--- config.mk ---
export PLATFORM = sky130hd
export DESIGN_NAME = gam_product
export DESIGN_NICKNAME = d
export VERILOG_FILES = /design/src/rtl/gam_pkg.sv /design/src/rtl/gam_product.sv
export SDC_FILE = /design/constraint.sdc
export NUM_CORES = 2
export LEC_CHECK = 0
export BUFFER_PORTS_ARGS = -buffer_cell sky130_fd_sc_hd__buf_2
export CAP_MARGIN = 5
export CORE_MARGIN = 1
export CORE_UTILIZATION = 40
export CTS_CLUSTER_DIAMETER = 80
export DETAILED_ROUTE_END_ITERATION = 10
export GPL_TIMING_DRIVEN = 0
export PLACE_DENSITY_LB_ADDON = 0.05
export SLEW_MARGIN = 0
export SYNTH_ARGS = -nofsm -noshare
export SYNTH_HDL_FRONTEND = slang
export SYNTH_SLANG_ARGS = --single-unit
--- constraint.sdc ---
create_clock -name clock -period 19.9 [get_ports clock]
set_input_delay 1.99 -clock clock [delete_from_list [all_inputs] [get_ports clock]]
set_output_delay 1.99 -clock clock [all_outputs]
set_load 0.03 [all_outputs]
--- src/rtl/gam_pkg.sv ---
// ----------------------------------------------------------------------------
// gam_pkg
// Shared beat types, fixed constants and rounding helper for the gated
// activation multiply block.
// ----------------------------------------------------------------------------
package gam_pkg;

   // input beat: gate and up elements plus end-of-vector mark
   typedef struct packed {
      logic signed [15:0] gate_value;
      logic signed [15:0] up_value;
      logic               last_in;
   } req_beat_type;

   // result beat
   typedef struct packed {
      logic signed [15:0] gated_result;
      logic               saturated;
      logic               last_out;
   } rsp_beat_type;

   // gelu constants: 2*sqrt(2/pi) in Q16, cubic coefficient in Q20
   localparam logic [16:0] GELU_K1_Q16 = 17'd104581;
   localparam logic [15:0] GELU_C2_Q20 = 16'd46886;

   // sigmoid value width, unsigned Q16 up to 1.0
   localparam int SIG_W = 17;
   // width of the sigmoid argument
   localparam int Z_W   = 34;

   // shift right by sh with rounding to nearest, ties away from zero
   function automatic logic signed [63:0] round_shift(input logic signed [63:0] v,
                                                      input int unsigned sh);
      logic [63:0] mag;
      logic [63:0] res;
      mag = v[63] ? 64'(-v) : 64'(v);
      res = (sh == 0) ? mag : ((mag + (64'd1 << (sh - 1))) >> sh);
      return v[63] ? -$signed(res) : $signed(res);
   endfunction

endpackage

--- src/rtl/gam_product.sv ---
// ----------------------------------------------------------------------------
// gam_product
// Three-stage output product: gate times sigmoid, times up, then rounding
// and saturation into the result register.
// ----------------------------------------------------------------------------
module gam_product #(
   parameter int FRAC_BITS = 10
) (
   input  logic                      clock,
   input  logic                      reset,
   input  logic                      adv,
   input  logic                      in_valid,
   input  gam_pkg::req_beat_type     in_beat,
   input  logic [gam_pkg::SIG_W-1:0] in_sig,
   output logic                      out_valid,
   output gam_pkg::rsp_beat_type     out_beat
);
   import gam_pkg::*;

   logic [2:0]          valid_ff;
   logic signed [15:0]  up_ff;
   logic                last_ff [2];
   logic signed [33:0]  gs_ff;
   logic signed [49:0]  gsu_ff;
   rsp_beat_type        rsp_ff;

   logic signed [63:0]  r_in;
   rsp_beat_type        rsp_in;

   always_ff @(posedge clock) begin
      if (reset) begin
         valid_ff <= '0;
      end else if (adv) begin
         valid_ff <= {valid_ff[1:0], in_valid};
      end
   end

   // round and saturate
   always_comb begin
      r_in = round_shift(64'(gsu_ff), 16 + FRAC_BITS);
      rsp_in.last_out = last_ff[1];
      priority if (r_in > 64'sd32767) begin
         rsp_in.gated_result = 16'sh7fff;
         rsp_in.saturated    = 1'b1;
      end else if (r_in < -64'sd32768) begin
         rsp_in.gated_result = 16'sh8000;
         rsp_in.saturated    = 1'b1;
      end else begin
         rsp_in.gated_result = r_in[15:0];
         rsp_in.saturated    = 1'b0;
      end
   end

   always_ff @(posedge clock) begin
      if (adv) begin
         gs_ff      <= 34'(in_beat.gate_value * $signed({1'b0, in_sig}));
         up_ff      <= in_beat.up_value;
         last_ff[0] <= in_beat.last_in;
         gsu_ff     <= 50'(gs_ff * up_ff);
         last_ff[1] <= last_ff[0];
         rsp_ff     <= rsp_in;
      end
   end

   assign out_valid = valid_ff[2];
   assign out_beat  = rsp_ff;

endmodule

==> flow_metrics.py <==
metrics = {
    "placed_design": {
        "dp_cells": 4823,
        "dp_hpwl_um": 83800,
        "io_buffers": 71,
        "gp_congestion": 0.909,
    },
    "setup_path": {
        "crit_type": "reg2reg",
        "setup.worst_path.start_class": "flip-flop",
        "cp_num_buf_inv": 6,
        "cpLargestDelayFamily": "compound AO/OA/AOI/OAI gates",
        "crit_path_end_kind": "flip-flop",
        "cp.arrival_ns": 9.88,
        "cp_slowest_cell": "clkbuf_1",
        "rrSetupSlack_ns": 10.27,
        "slowest_delay_ns": 0.71,
        "crit_fanout": 10,
        "required_ns": 20.15,
        "worst_path_most_repeated_cell": "fa_1",
    },
    "timing": {
        "final.setup.tns_ns": 0,
        "worstMarginPinSlew_ns": 0.968,
        "finClkSkew_ns": 0.0191,
        "setup_viol": 0,
        "rsz0062_at_grt": "false",
        "clock.fmax_mhz": 104,
        "finalHoldViolations": 0,
        "finalMaxSlewViolations": 0,
        "period_share_pct": 48.4,
        "slew_headroom_pct": 35.5,
        "min_period_ns": 9.63,
    },
    "synth": {
        "synth_edf_count": 120,
        "synth_nets": 4637,
        "postSynthAreaPerCell_um2": 9.35,
        "synthCells": 3617,
        "netlist_top_cells_count": "inv_1, fa_1, nand2_1",
        "yosysMostFrequentCell": "inv_1",
        "ys_warn_count": 0,
        "synth.top_cell.area_share_pct": 42.8,
        "syn-cell-area_um2": 33800,
        "yosysSeqAreaShare_pct": 10.8,
        "synthDistinctLibCells": 90,
        "synth-async-reset-ratio_pct": 0,
        "synth_largest_area_cell": "fa_1",
        "yosys-top-cells-area": "fa_1, edfxtp_1, ha_1, inv_1, and2_1",
        "ys.flop_type": "edfxtp_1",
        "yosys_register_bits": 123,
    },
    "global_route": {
        "grt_pass1_vias": 25300,
        "grt_use_total_pct": 23.9,
        "grt_pass1_wl_um": 153000,
        "grt_overflow": 0,
        "grt_max_degree": 74,
        "antenna_found_initial": 7,
    },
    "die": {
        "initial_utilization_pct": 40.4,
        "rows": 106,
        "pin_count": 73,
        "placeableCoreArea_um2": 83700,
        "die_area_um2": 85700,
        "die_width_um": 293,
        "die_h_um": 293,
    },
    "routing": {
        "first_iter_violations": 1344,
        "wl_per_cell_um": 20.2,
        "drtAntennaViolNets": 0,
        "num_vias": 23900,
        "vias_per_cell": 4.93,
        "drc_errors": 0,
        "first_pass_iters": 5,
        "routed_wirelength_um": 98000,
    },
    "worst_hold_path": {
        "hold_class": "reg2reg",
    },
    "clock_network": {
        "ctsResizeCount": 0,
        "cts.clk_slew.worst_paths_ns": 0.06,
        "hold_buffers": 0,
        "cts_setup_buffers": 0,
        "clk_latency_ns": 0.50,
        "clockBufferDepth": 2,
        "htreeDepth": 4,
        "cts_buffers": 17,
        "cts_tree": "done",
        "clkSinkCount": 123,
        "root_buffer": "clkbuf_16",
    },
    "job": {
        "cap_violations": 0,
    },
    "final_layout": {
        "n_antenna_cell": 0,
        "final_cells": 4854,
        "nets": 4728,
        "synthToLayoutAreaGrowth_pct": 7.05,
        "drive_gt1_share_pct": 3.92,
        "fillers": 8365,
    },
    "run_status": {
        "status": "complete, no violations",
    },
}
-- metrics by stage --
stage	util (%)	area, um^2	worst slack, ns	hold slack, ns
CTS	43.2	36200	10.23	0.424
finish	43.2	36200	10.27	0.423
detailed placement	42.6	35600	10.28	0.411
global route	43.2	36200	9.88	0.451
global placement	42.5	35600	10.21	0.410
floorplan	-	33800	11.88	0.400
-- cells in the final DEF (no fill, tap or decap), types with 10 or more instances in the layout --
cell,n
nand2b_1,58
xnor2_1,105
a211oi_1,11
a21o_1,39
inv_1,808
ha_1,244
clkbuf_16,17
o21ai_0,52
or3_1,11
nor2_1,82
o21ai_1,10
clkbuf_1,142
nor3_1,24
fa_1,722
buf_2,71
a21oi_1,77
nand2_1,514
edfxtp_1,120
o21bai_1,19
nand4_1,11
and3_1,18
nand3_1,26
and2_1,310
xor2_1,31
-- sequential cells by signal, indices dropped and copies added, names as in the netlist --
signal	count
gsu_ff	50
gs_ff	34
out_beat	18
up_ff	16
valid_ff	3
last_ff	2
-- worst paths after layout --
path,from,to,cells after the start
min,last_ff[1],out_beat[0],0
min reg2reg,last_ff[1],out_beat[0],0
max,up_ff[5],gsu_ff[49],27
max reg2reg,up_ff[5],gsu_ff[49],27
-- layout make-up --
type                       instances  area (um^2)  area share, %
multi-input combinational       2533        26500           73.2
tap                             1134         1420           3.92
inverter                         809         3040           8.39
buffer                           152          603           1.67
clock inverter                    14          149          0.411
timing repair buffer              72          389           1.08
clock buffer                      17          425           1.18
sequential                       123         3660           10.1
-- layer usage --
metal,up-vias,track usage (%),share of wire (%)
li1,11100,-,-
met3,98,2.66,4.0
met1,12200,32.0,45
met4,4,6.35,2.2
met2,503,41.1,49
met5,-,0,0.028
-- cells by family (layout without fill, tap and decap cells) --
kind of cell | Yosys count | in the layout | synth area share [%]
adder cells (fa/ha/maj) | 966 | 966 | 51.8
buffers and inverters | 961 | 1064 | 10.8
AND/OR/NAND/NOR | 1107 | 1107 | 16.4
AO/OA/AOI/OAI | 315 | 315 | 6.38
XOR/XNOR | 136 | 136 | 3.52
multiplexers | 9 | 9 | 0.270
flip-flops | 123 | 123 | 10.8
Power is not shown: default switching activity piles up to over one toggle a cycle in this logic, so the estimate is an artifact.
