**config.mk**
```make
export PLATFORM = sky130hd
export DESIGN_NAME = gam_gelu_arg
export DESIGN_NICKNAME = d
export VERILOG_FILES = /design/src/rtl/gam_pkg.sv /design/src/rtl/gam_gelu_arg.sv
export SDC_FILE = /design/constraint.sdc
export NUM_CORES = 2
export LEC_CHECK = 0
export BUFFER_PORTS_ARGS = -buffer_cell sky130_fd_sc_hd__buf_2
export CORE_ASPECT_RATIO = 0.75
export CORE_MARGIN = 8
export CORE_UTILIZATION = 60
export CTS_CLUSTER_SIZE = 14
export DETAILED_ROUTE_END_ITERATION = 7
export PLACE_DENSITY = 0.77
export SLEW_MARGIN = 15
export SYNTH_ARGS = -nofsm -noshare
export SYNTH_HDL_FRONTEND = slang
export SYNTH_SLANG_ARGS = --single-unit
```
**constraint.sdc**
```tcl
create_clock -name clock -period 8.79 [get_ports clock]
set_clock_uncertainty 0.15 [all_clocks]
set_input_delay 0.4395 -clock clock [delete_from_list [all_inputs] [get_ports clock]]
set_output_delay 0.4395 -clock clock [all_outputs]
set_load 0.01 [all_outputs]
```
**src/rtl/gam_pkg.sv**
```systemverilog
// ----------------------------------------------------------------------------
// gam_pkg
// Shared beat types, fixed constants and rounding helper for the gated
// activation multiply block.
// ----------------------------------------------------------------------------
package gam_pkg;

   // input beat: gate and up elements plus end-of-vector mark
   typedef struct packed {
      logic signed [15:0] gate_value;
      logic signed [15:0] up_value;
      logic               last_in;
   } req_beat_type;

   // result beat
   typedef struct packed {
      logic signed [15:0] gated_result;
      logic               saturated;
      logic               last_out;
   } rsp_beat_type;

   // gelu constants: 2*sqrt(2/pi) in Q16, cubic coefficient in Q20
   localparam logic [16:0] GELU_K1_Q16 = 17'd104581;
   localparam logic [15:0] GELU_C2_Q20 = 16'd46886;

   // sigmoid value width, unsigned Q16 up to 1.0
   localparam int SIG_W = 17;
   // width of the sigmoid argument
   localparam int Z_W   = 34;

   // shift right by sh with rounding to nearest, ties away from zero
   function automatic logic signed [63:0] round_shift(input logic signed [63:0] v,
                                                      input int unsigned sh);
      logic [63:0] mag;
      logic [63:0] res;
      mag = v[63] ? 64'(-v) : 64'(v);
      res = (sh == 0) ? mag : ((mag + (64'd1 << (sh - 1))) >> sh);
      return v[63] ? -$signed(res) : $signed(res);
   endfunction

endpackage

```
**src/rtl/gam_gelu_arg.sv**
```systemverilog
// ----------------------------------------------------------------------------
// gam_gelu_arg
// Six-stage pipeline that forms the sigmoid argument: the gate value itself
// for silu, or 2*c1*(g + c2*g^3) for tanh gelu.
// ----------------------------------------------------------------------------
module gam_gelu_arg #(
   parameter int FRAC_BITS = 10
) (
   input  logic                        clock,
   input  logic                        reset,
   input  logic                        adv,
   input  logic                        mode,
   input  logic                        in_valid,
   input  gam_pkg::req_beat_type       in_beat,
   output logic                        out_valid,
   output gam_pkg::req_beat_type       out_beat,
   output logic signed [gam_pkg::Z_W-1:0] out_z
);
   import gam_pkg::*;

   localparam int STAGES = 6;
   localparam int CUBE_SH = 2 * FRAC_BITS + 20;

   logic [STAGES-1:0]    valid_ff;
   req_beat_type         beat_ff [STAGES];

   logic [30:0]          gg_ff;
   logic [15:0]          ga_ff;
   logic [45:0]          m3_ff;
   logic                 neg_ff [2:4];
   logic [38:0]          plo_ff;
   logic [38:0]          phi_ff;
   logic signed [31:0]   inner_ff;
   logic signed [49:0]   zp_ff;
   logic signed [Z_W-1:0] z_ff;

   logic signed [31:0]   gg_in;
   logic [63:0]          cube_sum;
   logic [63:0]          q_in;
   logic signed [31:0]   inner_in;
   logic signed [63:0]   zr_in;

   // valid bits travel with the data
   always_ff @(posedge clock) begin
      if (reset) begin
         valid_ff <= '0;
      end else if (adv) begin
         valid_ff <= {valid_ff[STAGES-2:0], in_valid};
      end
   end

   // side payload shift line
   always_ff @(posedge clock) begin
      if (adv) begin
         beat_ff[0] <= in_beat;
         for (int i = 1; i < STAGES; i++) begin
            beat_ff[i] <= beat_ff[i-1];
         end
      end
   end

   // square, recombination of the split cube coefficient product, inner sum, rounding
   always_comb begin
      gg_in    = in_beat.gate_value * in_beat.gate_value;
      cube_sum = ({25'd0, phi_ff} << 23) + {25'd0, plo_ff} + (64'd1 << (CUBE_SH - 1));
      q_in     = cube_sum >> CUBE_SH;
      inner_in = neg_ff[4] ? 32'(beat_ff[2].gate_value) - $signed(q_in[31:0])
                           : 32'(beat_ff[2].gate_value) + $signed(q_in[31:0]);
      zr_in    = round_shift(64'(zp_ff), 16);
   end

   // arithmetic stages
   always_ff @(posedge clock) begin
      if (adv) begin
         // square and magnitude
         gg_ff     <= gg_in[30:0];
         ga_ff     <= in_beat.gate_value[15] ? 16'(-in_beat.gate_value)
                                             : 16'(in_beat.gate_value);
         neg_ff[2] <= in_beat.gate_value[15];
         // cube magnitude
         m3_ff     <= 46'({16'd0, gg_ff} * {31'd0, ga_ff});
         neg_ff[3] <= neg_ff[2];
         // cube times coefficient, partial products
         plo_ff    <= 39'(m3_ff[22:0] * GELU_C2_Q20);
         phi_ff    <= 39'(m3_ff[45:23] * GELU_C2_Q20);
         neg_ff[4] <= neg_ff[3];
         // inner sum
         inner_ff  <= inner_in;
         // scale by 2*c1
         zp_ff     <= 50'(inner_ff * $signed({1'b0, GELU_K1_Q16}));
         // round and select the activation
         z_ff      <= mode ? Z_W'(zr_in) : Z_W'(beat_ff[4].gate_value);
      end
   end

   assign out_valid = valid_ff[STAGES-1];
   assign out_beat  = beat_ff[STAGES-1];
   assign out_z     = z_ff;

endmodule

```
==> run metrics <==
width of the die=between 300 and 400 microns; placed cell count=7,563; Finished Layout Cells=7,680; First-pass DRT Iterations=6; layout cells sized above 1=5.030%; HPWL after DPL=118,100 microns; # IOs=106; nature of the critical path endpoint=register; DRC violations left=0; Max H-tree Level=2; WP data arrival=8.32 ns; most frequent CP cell=fa_1; Nets=7,979; Setup crit start kind=register; Fill cells=between 8,000 and 9,000; reg-to-reg setup timing slack=0.69 ns; synthesized instance count=6,155; clock slew at reported path FFs=0.06 ns; CP max FO=24; Core Region=104,800 sq um; Synth cell types=96; synth cell count leaders=inv_1, fa_1, ha_1, nand2_1, edfxtp_1; area delta synth->final=6.524%; largest family of logic cells by synthesized area=adder cells; Port Buffer Count=~110; Final Util=between 60 and 70%; most used flip-flop cell after synthesis=edfxtp_1; Seq/Total Area, Yosys=21.61%; Max-slew headroom=approximately a third; Setup CP Type=register to register; Hold Path Class=input port to register; Post-synth EDFFs=450; Synth Cell Area=63,100 sq um; Slew Limit Fails=0; Synth Area in Compound Gates=7.063%; clk_lat worst skew=0.65 ns; synth warn=0; Initial Util=60.22%; Routed wire per std cell=18.83 microns; register bit total from synthesis=456; antenna-violating nets left=0; post-synthesis mux area share=less than 1%; Fin Setup TNS=0 ns; largest net degree at the start of global routing=168; Crit path required time=9.01 ns; worst hold slack=0.1126 ns; die outline height=a little under 300 microns; initial antenna violation count=2; clk buf depth=3; routability congestion estimate=about 0.92; unrepaired setup endpoints after global routing=no; post-synthesis xor/xnor area fraction=4.733%; Worst-Margin Slew=0.9821 ns; vias per cell=5.590; post-synth top area share=31.95%; Synth Area in Simple Gates=10.84%; post-synth top area cell=fa_1; global-route wire length before repair=238,100 microns; CTS tree=built; drt total wl=144,600 microns; Final Cycle Share=92.16%; Avg Cell Area, Syn=10.25 sq um; Initial DRC Count=3,508; most common cell in the synthesized netlist=inv_1; slowest stage cell, crit path=edfxtp_1; via count=roughly 43,000; endpoints failing hold=0; Fmax=between 100 and 150 MHz; root buf cell=clkbuf_16; status=finished, final reports clean; total gr overflow=0; area of the die=115,900 sq um; vias in the first global route=45,088; CP max stage delay=around 0.75 ns; CTS Sinks=about 460; largest cells by area after synthesis=fa_1, edfxtp_1, ha_1, inv_1, xnor2_1; row count=103; final setup vio count=0; minimum clock period=8.101 ns; Post-synth ARST share=0%; TritonCTS buffer count=52; adder-cell share of the synthesized area=46.13%; Total GRT Usage=~25%; max-cap violation count=0
## timing repair
item / 4_1_cts / 5_1_grt
hold endpoints to repair: 23 / 0
setup buffers: 0 / 0
gates resized for setup: 0 / 0
hold buffers: 19 / 0
## worst max-delay path, delay by kind of cell (launching register included)
| family | cells | cell delay [ns] |
|---|---|---|
| adders and majority gates | 7 | 3.30 |
| and+or+nand+nor | 4 | 0.78 |
| xor gates and xnor gates | 1 | 0.14 |
| DFF | 1 | 0.75 |
| buffers and inverters | 5 | 0.53 |
| AOI/OAI and AO/OA | 9 | 2.16 |
## through the flow
step	setup WS (ns)	area, sq um
CTS	0.7942	67210
detailed placement	0.8349	65170
finish	0.6889	67220
floorplan	1.759	63120
global placement	0.9871	65170
global route	0.1917	67220
## final timing paths
path,startpoint,to,cells past startpoint
setup / recovery,ga_ff[4],m3_ff[45],26
hold / removal,in_beat[17],gg_ff[0],1
setup reg to reg,ga_ff[4],m3_ff[45],26
hold reg to reg,beat_ff[3][20],beat_ff[4][20],0
## per-layer routing
metal	track usage, %	share of wire, %	vias to the layer above
li1	-	-	19727
met2	37.59	43	1728
met4	4.885	1.8	0
met3	5.808	9.7	179
met5	0	0	-
met1	38.14	46	21299
## sequential cells by signal, indices dropped and copies added, names as in the netlist
signal,flops
inner_ff,26
phi_ff,38
beat_ff,195
neg_ff,1
ga_ff,15
plo_ff,15
out_z,34
gg_ff,30
valid_ff,6
m3_ff,46
zp_ff,50
## cells by family after synthesis
kind of cell	Yosys count
AO/OA/AOI/OAI	688
flip-flops	456
XOR/XNOR	341
other	2
adder cells (fa/ha/maj)	1722
AND/OR/NAND/NOR	1381
buffers and inverters	1539
multiplexers	26
## cell usage in the layout, fill, tap and decap left out, types with 10 or more instances in the layout
| cell | netlist | layout |
|---|---|---|
| xor2_1 | 97 | 97 |
| clkbuf_16 | 0 | 53 |
| and2_1 | 255 | 255 |
| dlygate4sd3_1 | 0 | 19 |
| nand4_1 | 34 | 34 |
| nand3b_1 | 10 | 10 |
| and3_1 | 31 | 31 |
| a21oi_1 | 214 | 214 |
| o21a_1 | 25 | 25 |
| and4_1 | 11 | 11 |
| o22ai_1 | 10 | 10 |
| or3_1 | 17 | 17 |
| nor2b_1 | 32 | 32 |
| a211oi_1 | 27 | 27 |
| nor3b_1 | 12 | 12 |
| a21boi_0 | 11 | 11 |
| mux2i_1 | 18 | 18 |
| o21ai_0 | 118 | 118 |
| buf_2 | 2 | 104 |
| edfxtp_1 | 450 | 450 |
| nor3_1 | 55 | 55 |
| buf_4 | 0 | 47 |
| nand3_1 | 66 | 66 |
| a31o_2 | 12 | 12 |
| or2_2 | 22 | 22 |
| a31oi_1 | 31 | 31 |
| nand2b_1 | 32 | 32 |
| ha_1 | 715 | 715 |
| a21o_1 | 98 | 98 |
| inv_1 | 1365 | 1365 |
| nand2_1 | 523 | 523 |
| nor4_1 | 16 | 15 |
| fa_1 | 1007 | 1007 |
| nor2_1 | 225 | 225 |
| o31ai_1 | 18 | 18 |
| o21bai_1 | 18 | 18 |
| xnor2_1 | 244 | 244 |
## area by class of cell
class | instances | area, sq um | share of cell area (%)
clock buffers | 62 | 1370 | 2.038
repair buffers | 173 | 1119 | 1.664
diodes | 1 | 2.502 | 0.003723
clock inverters | 35 | 479.2 | 0.7129
multi-input cells | 4166 | 43700 | 65.01
inverters | 1370 | 5142 | 7.651
well taps | 1417 | 1773 | 2.638
flip-flops and latches | 456 | 13630 | 20.28
Power is not shown: default switching activity piles up to over one toggle a cycle in this logic, so the estimate is an artifact.
